**src/dws_pkg.sv**
```systemverilog
// Shared definitions for the double-ended queue with search.
// Holds command and status codes and the field widths; no dependencies.
`default_nettype none

package dws_pkg;

  // Fixed field widths of the command and result transactions.
  localparam int CMD_W    = 3;
  localparam int VALUE_W  = 32;
  localparam int STATUS_W = 2;
  localparam int POS_W    = 5;

  // Default sizing of the queue.
  localparam int DEF_CAPACITY  = 16;
  localparam int DEF_WORD_BITS = 32;

  // Command codes.
  localparam logic [CMD_W-1:0] CMD_PUSH_FRONT = 3'd0;
  localparam logic [CMD_W-1:0] CMD_PUSH_BACK  = 3'd1;
  localparam logic [CMD_W-1:0] CMD_POP_FRONT  = 3'd2;
  localparam logic [CMD_W-1:0] CMD_POP_BACK   = 3'd3;
  localparam logic [CMD_W-1:0] CMD_LIST       = 3'd4;
  localparam logic [CMD_W-1:0] CMD_SEARCH     = 3'd5;

  // Status codes.
  localparam logic [STATUS_W-1:0] STAT_OK    = 2'd0;
  localparam logic [STATUS_W-1:0] STAT_EMPTY = 2'd1;
  localparam logic [STATUS_W-1:0] STAT_FULL  = 2'd2;

endpackage

`default_nettype wire

```
**src/deque_with_search_top.sv**
```systemverilog
// Top level of the double-ended queue with search; depends on dws_pkg.
// A command is accepted only while the sequencer is idle, so one command is handled at a time;
// a push answers from the execute state, a pop reads its entry and answers from the pop state,
// and list or search walk the entries in the walk state; a stalled result holds the sequencer.
// Reset clears the front pointer, entry count, walk index, sequencer and output valid only.
`default_nettype none

module deque_with_search_top #(
  parameter int CAPACITY  = dws_pkg::DEF_CAPACITY,
  parameter int WORD_BITS = dws_pkg::DEF_WORD_BITS
) (
  input  wire logic                          clk,
  input  wire logic                          rst,
  input  wire logic                          cmd_valid,
  output logic                               cmd_stall,
  input  wire logic [dws_pkg::CMD_W-1:0]     command,
  input  wire logic signed [dws_pkg::VALUE_W-1:0] value,
  output logic                               res_valid,
  input  wire logic                          res_stall,
  output logic [dws_pkg::STATUS_W-1:0]       status,
  output logic signed [dws_pkg::VALUE_W-1:0] word,
  output logic [dws_pkg::POS_W-1:0]          position,
  output logic                               found,
  output logic                               last
);
  import dws_pkg::*;

  localparam int PTR_W = $clog2(CAPACITY);
  localparam int CNT_W = $clog2(CAPACITY + 1);

  // Sequencer state codes.
  localparam logic [1:0] S_IDLE = 2'd0;
  localparam logic [1:0] S_EXEC = 2'd1;
  localparam logic [1:0] S_POP  = 2'd2;
  localparam logic [1:0] S_WALK = 2'd3;

  logic [1:0]           state, state_next;
  logic [PTR_W-1:0]     front, front_next;
  logic [CNT_W-1:0]     count, count_next;
  logic [PTR_W-1:0]     k, k_next;
  logic [CMD_W-1:0]     cmd_q;
  logic [WORD_BITS-1:0] key_q;

  logic [WORD_BITS-1:0] mem [CAPACITY];
  logic [WORD_BITS-1:0] rd_data;
  logic                 rd_en;
  logic [PTR_W-1:0]     rd_addr;
  logic                 wr_en;
  logic [PTR_W-1:0]     wr_addr;

  logic [PTR_W-1:0]     slot_off;
  logic [PTR_W:0]       slot_sum;
  logic [PTR_W-1:0]     slot_addr;
  logic [PTR_W-1:0]     front_dec;

  logic                 out_free;
  logic                 emit;
  logic [STATUS_W-1:0]  e_status;
  logic [VALUE_W-1:0]   e_word;
  logic [POS_W-1:0]     e_pos;
  logic                 e_found;
  logic                 e_last;

  logic                 accept;
  logic                 is_full;
  logic                 is_empty;
  logic [CNT_W-1:0]     kp1;
  logic                 at_end;
  logic                 hit;
  logic [VALUE_W-1:0]   rd_word;

  assign accept    = cmd_valid && !cmd_stall;
  assign cmd_stall = (state != S_IDLE);
  assign out_free  = !res_valid || !res_stall;
  assign is_full   = (count == CNT_W'(CAPACITY));
  assign is_empty  = (count == '0);
  assign kp1       = CNT_W'(k) + CNT_W'(1);
  assign at_end    = (kp1 == count);
  assign hit       = (rd_data == key_q);
  assign rd_word   = VALUE_W'(signed'(rd_data));

  // Shared ring address unit: front plus an offset, wrapped at the capacity.
  assign slot_sum  = {1'b0, front} + {1'b0, slot_off};
  assign slot_addr = (slot_sum >= (PTR_W+1)'(CAPACITY)) ?
                     PTR_W'(slot_sum - (PTR_W+1)'(CAPACITY)) : PTR_W'(slot_sum);
  assign front_dec = (front == '0) ? PTR_W'(CAPACITY - 1) : front - PTR_W'(1);

  // Sequencer: decides each command and walks the store for list and search.
  always_comb begin
    state_next = state;
    front_next = front;
    count_next = count;
    k_next     = k;
    rd_en      = 1'b0;
    rd_addr    = front;
    wr_en      = 1'b0;
    wr_addr    = slot_addr;
    slot_off   = k;
    emit       = 1'b0;
    e_status   = STAT_OK;
    e_word     = '0;
    e_pos      = '0;
    e_found    = 1'b0;
    e_last     = 1'b1;
    case (state)
      S_IDLE: begin
        if (accept) begin
          state_next = S_EXEC;
        end
      end
      S_EXEC: begin
        case (cmd_q)
          CMD_PUSH_FRONT, CMD_PUSH_BACK: begin
            slot_off = PTR_W'(count);
            if (out_free) begin
              emit       = 1'b1;
              state_next = S_IDLE;
              if (is_full) begin
                e_status = STAT_FULL;
              end else begin
                wr_en      = 1'b1;
                count_next = count + CNT_W'(1);
                if (cmd_q == CMD_PUSH_FRONT) begin
                  wr_addr    = front_dec;
                  front_next = front_dec;
                end
              end
            end
          end
          CMD_POP_FRONT, CMD_POP_BACK: begin
            if (is_empty) begin
              if (out_free) begin
                emit       = 1'b1;
                e_status   = STAT_EMPTY;
                state_next = S_IDLE;
              end
            end else begin
              rd_en      = 1'b1;
              count_next = count - CNT_W'(1);
              state_next = S_POP;
              if (cmd_q == CMD_POP_FRONT) begin
                slot_off   = PTR_W'(1);
                rd_addr    = front;
                front_next = slot_addr;
              end else begin
                slot_off = PTR_W'(count - CNT_W'(1));
                rd_addr  = slot_addr;
              end
            end
          end
          CMD_LIST, CMD_SEARCH: begin
            if (is_empty) begin
              if (out_free) begin
                emit       = 1'b1;
                e_status   = STAT_EMPTY;
                state_next = S_IDLE;
              end
            end else begin
              rd_en      = 1'b1;
              rd_addr    = front;
              k_next     = '0;
              state_next = S_WALK;
            end
          end
          default: begin
            // Unused command codes give one result with all fields zero but last set.
            if (out_free) begin
              emit       = 1'b1;
              state_next = S_IDLE;
            end
          end
        endcase
      end
      S_POP: begin
        if (out_free) begin
          emit       = 1'b1;
          e_word     = rd_word;
          state_next = S_IDLE;
        end
      end
      S_WALK: begin
        // The next entry is fetched in the same cycle the current one is used.
        slot_off = PTR_W'(kp1);
        if (cmd_q == CMD_LIST) begin
          if (out_free) begin
            emit   = 1'b1;
            e_word = rd_word;
            e_pos  = POS_W'(kp1);
            e_last = at_end;
            if (at_end) begin
              state_next = S_IDLE;
            end else begin
              rd_en   = 1'b1;
              rd_addr = slot_addr;
              k_next  = PTR_W'(kp1);
            end
          end
        end else if (hit || at_end) begin
          if (out_free) begin
            emit       = 1'b1;
            e_found    = hit;
            e_pos      = hit ? POS_W'(kp1) : '0;
            state_next = S_IDLE;
          end
        end else begin
          rd_en   = 1'b1;
          rd_addr = slot_addr;
          k_next  = PTR_W'(kp1);
        end
      end
      default: begin
        state_next = S_IDLE;
      end
    endcase
  end

  // Control registers.
  always_ff @(posedge clk) begin
    if (rst) begin
      state <= S_IDLE;
      front <= '0;
      count <= '0;
      k     <= '0;
    end else begin
      state <= state_next;
      front <= front_next;
      count <= count_next;
      k     <= k_next;
    end
  end

  // Command transaction capture; the value is reduced to the stored width.
  always_ff @(posedge clk) begin
    if (accept) begin
      cmd_q <= command;
      key_q <= WORD_BITS'(value);
    end
  end

  // Ring store with one write port and one registered read port.
  always_ff @(posedge clk) begin
    if (wr_en) begin
      mem[wr_addr] <= key_q;
    end
  end

  always_ff @(posedge clk) begin
    if (rd_en) begin
      rd_data <= mem[rd_addr];
    end
  end

  // Result output register.
  always_ff @(posedge clk) begin
    if (rst) begin
      res_valid <= 1'b0;
    end else if (emit) begin
      res_valid <= 1'b1;
    end else if (!res_stall) begin
      res_valid <= 1'b0;
    end
  end

  always_ff @(posedge clk) begin
    if (emit) begin
      status   <= e_status;
      word     <= e_word;
      position <= e_pos;
      found    <= e_found;
      last     <= e_last;
    end
  end

  // The entry count never goes past the capacity.
  a_count_bound: assert property (@(posedge clk) disable iff (rst)
    count <= CNT_W'(CAPACITY))
    else $error("entry count exceeds capacity");

  // A result is only loaded when the output register can take it.
  a_emit_free: assert property (@(posedge clk) disable iff (rst)
    emit |-> !(res_valid && res_stall))
    else $error("result loaded over a stalled result");

  // A walk only runs over a non-empty queue.
  a_walk_nonempty: assert property (@(posedge clk) disable iff (rst)
    (state == S_WALK) |-> (count != '0) && (CNT_W'(k) < count))
    else $error("walk index outside the queue");

  // A push that is not full grows the queue by one entry.
  a_push_grows: assert property (@(posedge clk) disable iff (rst)
    (state == S_EXEC && emit && wr_en) |=> (count == $past(count) + CNT_W'(1)))
    else $error("push did not grow the queue");

endmodule

`default_nettype wire
```
**config.mk**
```make
export PLATFORM = sky130hd
export DESIGN_NAME = deque_with_search_top
export DESIGN_NICKNAME = d
export VERILOG_FILES = /design/src/dws_pkg.sv /design/src/deque_with_search_top.sv
export SDC_FILE = /design/constraint.sdc
export NUM_CORES = 1
export LEC_CHECK = 0
export BUFFER_PORTS_ARGS = -buffer_cell sky130_fd_sc_hd__buf_2
export CAP_MARGIN = 10
export CORE_ASPECT_RATIO = 1.75
export CORE_MARGIN = 4
export CORE_UTILIZATION = 62
export CTS_CLUSTER_SIZE = 30
export DETAILED_ROUTE_END_ITERATION = 8
export PLACE_DENSITY = 0.91
export SYNTH_ARGS = -nofsm -noshare
export SYNTH_HDL_FRONTEND = slang
export SYNTH_SLANG_ARGS = --single-unit
```
**constraint.sdc**
```tcl
create_clock -name clk -period 6.4 [get_ports clk]
set_input_delay 1.28 -clock clk [delete_from_list [all_inputs] [get_ports clk]]
set_output_delay 1.28 -clock clk [all_outputs]
set_load 0.01 [all_outputs]
```
==> flow_metrics.env, run 1 <==
export IMPL_syn_to_final_growth_pct=10.7
export IMPL_drv_cap=0
export IMPL_hold_path_class="flip-flop to flip-flop"
export IMPL_relSlewSlack_pct=27.4
export IMPL_htreeDepth=2
export IMPL_synthesis_instances=1628
export IMPL_cp_max_fo=72
export IMPL_drt_pass1_iterations=6
export IMPL_die_area_mm2=0.0458
export IMPL_fin_hold_ws_ns=0.577
export IMPL_grt_pass1_wl_um=99700
export IMPL_vias=16000
export IMPL_wl_um=67100
export IMPL_synth_edf_count=620
export IMPL_io_pins=82
export IMPL_swShare_pct=21.7
export IMPL_cts_sinks=636
export IMPL_crit_path_start_kind="flip-flop"
export IMPL_fp_dieW_um=164
export IMPL_die_h_um=280
export IMPL_synthArstFlopShare_pct=0
export IMPL_synthesis_nets=1681
export IMPL_p_seq_share_pct=56.2
export IMPL_ys_ff_latch=636
export IMPL_setup_tns_ns=0
export IMPL_synth_seq_area_share_pct=72.1
export IMPL_yosysWarnings=0
export IMPL_coreArea_mm2=0.0417
export IMPL_total_power_mw=8.38
export IMPL_cts_hold_buf=0
export IMPL_status="completed"
export IMPL_ctsResizeCount=0
export IMPL_finalWeightedCongestion=0.956
export IMPL_drc=0
export IMPL_avgSynthCellArea_um2=16.1
export IMPL_min_period_over_period_pct=95.0
export IMPL_tritoncts="yes"
export IMPL_arrival_ns=6.40
export IMPL_dp_hpwl_um=36300
export IMPL_hold_viol=0
export IMPL_min_period_ns=6.08
export IMPL_hold_depth=2
export IMPL_power_density_mw_per_mm2=288
export IMPL_synth_main_ff_cell="edfxtp_1"
export IMPL_rr_startpoint="count[0]"
export IMPL_cts_buffers=52
export IMPL_endpoint_kind="flip-flop"
export IMPL_root_buffer="clkbuf_16"
export IMPL_final_max_slew_viol_count=0
export IMPL_netlist_area_mm2=0.0263
export IMPL_reg2regPathDepth=20
export IMPL_cp_startpoint="count[0]"
export IMPL_antenna_cells=0
export IMPL_grt_max_degree=143
export IMPL_setup_viol=0
export IMPL_worst_pin_slew_ns=1.09
export IMPL_wl_per_cell_um=29.3
export IMPL_via_per_inst=6.95
export IMPL_fin_nets=1750
export IMPL_p_switching_mw=1.82
export IMPL_start_util_pct=62.9
export IMPL_drive_above_1_share_pct=16.2
export IMPL_finalClockSkew_ns=0.0325
export IMPL_hp_start="k[3]"
export IMPL_rows=99
export IMPL_path_clk_slew_ns=0.07
export IMPL_ant_nets=0
export IMPL_overflow=0
export IMPL_rsz0062_at_grt="false"
export IMPL_reg2reg_to="rd_data[25]"
export IMPL_leakagePower_nw=9.09
export IMPL_synthDistinctLibCells=64
export IMPL_antenna_found_initial=1
export IMPL_fmax_mhz=165
export IMPL_clock_path_buffers=3
export IMPL_combPwrFrac_pct=5.0
export IMPL_internal_power_mw=6.56
export IMPL_grt_total_usage_pct=29.3
export IMPL_drt_initial_drc_count=2285
export IMPL_clock_latency_ns=0.61
export IMPL_grt_pass1_vias=16000
export IMPL_cts_setup_buffers=0
export IMPL_path_class="flip-flop to flip-flop"
export IMPL_rrSetupSlack_ns=0.32
export IMPL_io_buffer_count=81
export IMPL_critPathRequiredTime_ns=6.72
export IMPL_hold_path_end="k[3]"
export IMPL_clock_power_share_pct=38.8
export IMPL_ir_drop_v=0.000213
[cells in the mapped netlist (all sizes together) (13+ instances only)]
library cell  count  area share, %
a211oi          254            7.9
xor2             35            1.2
mux2i           132            5.0
ha               13           0.62
nand2            37           0.53
clkbuf           64           0.91
dfxtp            16            1.2
buf              49            1.2
nor2             53           0.76
or4              32           0.91
edfxtp          620             71
a21oi            33           0.63
and2             34           0.81
a21boi          124            3.5
[critical path: stages (launching register included)]
cell,delay [ns]
dfxtp_1,0.40
inv_1,0.18
ha_1,0.20
or4b_4,0.50
nand2_1,0.11
a21oi_1,0.05
a211o_1,0.25
a21oi_1,0.15
a211oi_1,0.07
ha_1,0.22
inv_1,0.08
fa_1,0.47
inv_1,0.17
or3_1,0.15
o32a_4,0.15
buf_4,0.47
buf_4,0.72
a21boi_0,0.21
a211oi_1,0.38
a211oi_1,0.17
or4_1,0.60
[power by group through the flow]
stage,Combinational (mW),Clock (mW),Sequential [mW]
after floorplan,0.261,0,4.78
after global placement,0.386,0,4.79
after detailed placement,0.402,0,4.80
after CTS,0.410,3.26,4.71
after global routing,0.440,3.44,4.72
final,0.415,3.25,4.71
[metal layers]
layer / track usage, % / up-vias / part of all wire, %
li1: - / 6638 / -
met4: 18.1 / 2 / 7.5
met2: 48.1 / 1284 / 49
met1: 35.8 / 7684 / 32
met5: 0 / - / 0.010
met3: 5.63 / 342 / 11
[layout by cell type (no fill, tap or decap), drive strengths merged, types with 13 or more instances in the layout]
cell type | netlist | layout
buf | 49 | 128
nor2 | 53 | 53
a21boi | 124 | 124
and2 | 34 | 34
ha | 13 | 13
a211oi | 254 | 254
clkbuf | 64 | 61
or4 | 32 | 32
nand2 | 37 | 37
mux2i | 132 | 132
dfxtp | 16 | 16
inv | 11 | 15
edfxtp | 620 | 620
xor2 | 35 | 35
a21oi | 33 | 33
clkinv | 0 | 20
[cells by family after synthesis]
kind of cell	Yosys count	share of synthesized area, %
simple gates	222	4.75
xor+xnor	44	1.52
fa+ha+maj	14	0.696
buf+inv	124	2.31
flops	636	72.1
mux	135	5.17
compound gates	453	13.4
[worst max-delay path by stage]
stage	endpoint	slack, ns	depth (start not counted)
2_1_floorplan	mem[0][0]	1.51	16
4_1_cts	rd_data[25]	0.45	20
5_1_grt	rd_data[21]	0.15	20
6_report	rd_data[25]	0.32	20
3_5_place_dp	rd_data[21]	0.53	20
3_3_place_gp	rd_data[10]	0.77	19
[final cells by class]
cell class,instances,area (µm²)
flip-flops and latches,636,18900
fillers,2402,12700
multi-input cells,868,6890
clock buffers,61,1340
repair buffers,128,796
well taps,555,694
clock inverters,35,384
inverters,11,41.3
[sequential cells by signal (all words and copies together) (netlist names)]
name and cells:
found 1, rd_data 32, word 32, state 2, count 5, mem 512, last 1, k 4
cmd_q 3, position 5, front 4, status 2, key_q 32, res_valid 1
[through the flow]
stage	cell area, µm²	setup slack (ns)	util (%)	cells
after floorplan	26300	1.51	-	1628
after global placement	27400	0.769	65.5	2198
after detailed placement	27400	0.534	65.5	2198
after CTS	29100	0.454	69.6	2294
after global routing	29100	0.150	69.6	2294
final	29100	0.323	69.6	2294
(Power assumes the default switching activity.)
==> run 2, diff against run 1 <==
CORE_ASPECT_RATIO = 0.9   (was 1.75)
CORE_UTILIZATION = 58   (was 62)
CTS_BUF_LIST = sky130_fd_sc_hd__clkbuf_4 sky130_fd_sc_hd__clkbuf_8 sky130_fd_sc_hd__clkbuf_16   (was not set)
PLACE_DENSITY = 0.87   (was 0.91)
==> run 2 against run 1 <==
Clock power is 12% higher. Sequential power about the same. Clock-buffer cell count up 6. Sequential share of layout area down 0.94 points. Setup slack improved by 0.12 ns. Register-to-register slack improved by 0.12 ns. First-iteration DRC count is 1.8% higher. Via count fell by 1.5%. Flip-flop and latch count stayed put. Highest routed layer is now met4. Wire length is 2.2% lower.
==> flow_metrics.env, run 2 (same netlist as run 1, synthesis figures left out) <==
export IMPL_root_buffer="clkbuf_16"
export IMPL_p_seq_share_pct=53.7
export IMPL_dp_cells=2241
export IMPL_cp_cell_sequence="inv_2 -> ha_1 -> nand2_1 -> a21oi_1 -> a211o_1 -> a21oi_1 -> a211oi_1 -> ha_1 -> inv_1 -> fa_1 -> inv_1 -> or3_1 -> o32a_4 -> and2_4 -> buf_4 -> mux2i_1 -> a211oi_1 -> or4_1"
export IMPL_leakagePower_nw=9.26
export IMPL_hold_path_class="flip-flop to flip-flop"
export IMPL_rows=73
export IMPL_drt_pass1_iterations=5
export IMPL_finalWeightedCongestion=0.859
export IMPL_finalClockSkew_ns=0.0233
export IMPL_antenna_cells=0
export IMPL_largest_reg_flops=512
export IMPL_setup_tns_ns=0
export IMPL_clock_path_buffers=3
export IMPL_p_switching_mw=1.88
export IMPL_ctsResizeCount=0
export IMPL_drt_initial_drc_count=2325
export IMPL_fillers=2867
export IMPL_die_h_um=210
export IMPL_io_pins=82
export IMPL_via_per_inst=6.69
export IMPL_hold_viol=0
export IMPL_power_density_mw_per_mm2=298
export IMPL_status="completed"
export IMPL_hp_start="k[1]"
export IMPL_min_period_over_period_pct=93.1
export IMPL_tritoncts="yes"
export IMPL_setup_ws_ns=0.440
export IMPL_clock_latency_ns=0.61
export IMPL_drv_cap=0
export IMPL_start_util_pct=59.0
export IMPL_hold_depth=2
export IMPL_ant_nets=0
export IMPL_endpoint_kind="flip-flop"
export IMPL_fmax_mhz=168
export IMPL_rsz0062_at_grt="false"
export IMPL_reg2reg_to="rd_data[0]"
export IMPL_coreArea_mm2=0.0445
export IMPL_fin_hold_ws_ns=0.555
export IMPL_dp_slack_ns=0.515
export IMPL_relSlewSlack_pct=29.1
export IMPL_combPwrFrac_pct=4.8
export IMPL_swShare_pct=21.4
export IMPL_stdcell_count=2348
export IMPL_drc=0
export IMPL_path_class="flip-flop to flip-flop"
export IMPL_grt_pass1_wl_um=97400
export IMPL_crit_path_top_delay_cell="and2_4"
export IMPL_cts_buffers=58
export IMPL_critPathRequiredTime_ns=6.74
export IMPL_grt_pass1_vias=15800
export IMPL_final_util_pct=66.3
export IMPL_final_common_cell="edfxtp_1"
export IMPL_fp_dieW_um=232
export IMPL_rr_startpoint="cmd_q[2]"
export IMPL_dp_hpwl_um=33600
export IMPL_final_max_slew_viol_count=0
export IMPL_grt_total_usage_pct=26.4
export IMPL_wl_per_cell_um=28.0
export IMPL_crit_path_start_kind="flip-flop"
export IMPL_overflow=0
export IMPL_rrSetupSlack_ns=0.44
export IMPL_syn_to_final_growth_pct=12.3
export IMPL_setup_viol=0
export IMPL_clock_power_share_pct=41.6
export IMPL_antenna_found_initial=0
export IMPL_cts_hold_buf=0
export IMPL_ir_drop_v=0.000285
export IMPL_die_area_mm2=0.0488
export IMPL_htreeDepth=2
export IMPL_worst_pin_slew_ns=1.04
export IMPL_io_buffer_count=81
export IMPL_internal_power_mw=6.91
export IMPL_drive_above_1_share_pct=17.3
export IMPL_largest_register="mem"
export IMPL_cts_setup_buffers=0
export IMPL_cp_max_fo=65
export IMPL_reg2regPathDepth=18
export IMPL_hold_path_end="k[1]"
export IMPL_vias=15700
export IMPL_grt_max_degree=75
export IMPL_cts_sinks=636
export IMPL_cpPeakStageDelay_ns=0.79
export IMPL_path_clk_slew_ns=0.06
export IMPL_wl_um=65600
export IMPL_arrival_ns=6.30
export IMPL_min_period_ns=5.96
export IMPL_layout_common_cells="620 x edfxtp_1, 222 x a211oi_1, 131 x mux2i_1"
export IMPL_fin_nets=1754
-- run 2: final cells by class --
| type | instances | area (µm²) | share of cell area, % |
|---|---|---|---|
| multi-input cells | 868 | 6890 | 23.3 |
| inverters | 11 | 41.3 | 0.140 |
| flip-flops and latches | 636 | 18900 | 64.2 |
| clock buffers | 67 | 1540 | 5.21 |
| repair buffers | 126 | 856 | 2.90 |
| clock inverters | 40 | 493 | 1.67 |
| well taps | 600 | 751 | 2.54 |
-- run 2: critical path: cells and delay by family, from the launching register on --
family	cells	cell delay (ns)
compound gates	6	0.88
fa+ha+maj	3	1.35
buf+inv	4	1.02
flops	1	0.47
mux	1	0.31
simple gates	4	1.61
-- run 2: layer usage --
metal  vias to the layer above  global-route usage [%]  part of all wire [%]
li1                       6646                       -                     -
met1                      7764                    36.3                    37
met2                      1122                    43.3                    49
met3                       173                    4.53                    11
met4                         0                    9.34                   3.6
met5                         -                       0                     0
-- run 2: worst max path at each step --
stage / start / endpoint / slack, ns / cells past startpoint
after floorplan: count[0] / mem[0][0] / 1.51 / 16
after global placement: cmd_q[2] / rd_data[0] / 0.74 / 18
after detailed placement: cmd_q[2] / rd_data[7] / 0.52 / 18
after CTS: cmd_q[2] / rd_data[1] / 0.49 / 18
after global routing: cmd_q[2] / rd_data[0] / 0.11 / 18
final: cmd_q[2] / rd_data[0] / 0.44 / 18
-- run 2: power groups by stage --
stage	clock, mW	sequential (mW)	combinational, mW
floorplan	0	4.78	0.261
global placement	0	4.79	0.389
detailed placement	0	4.80	0.406
CTS	3.67	4.71	0.414
global route	3.86	4.72	0.445
finish	3.65	4.71	0.418
-- run 2: stage by stage --
step | power, mW | area [µm²]
floorplan | 5.04 | 26300
global placement | 5.18 | 27500
detailed placement | 5.21 | 27500
CTS | 8.80 | 29500
global route | 9.02 | 29500
finish | 8.78 | 29500
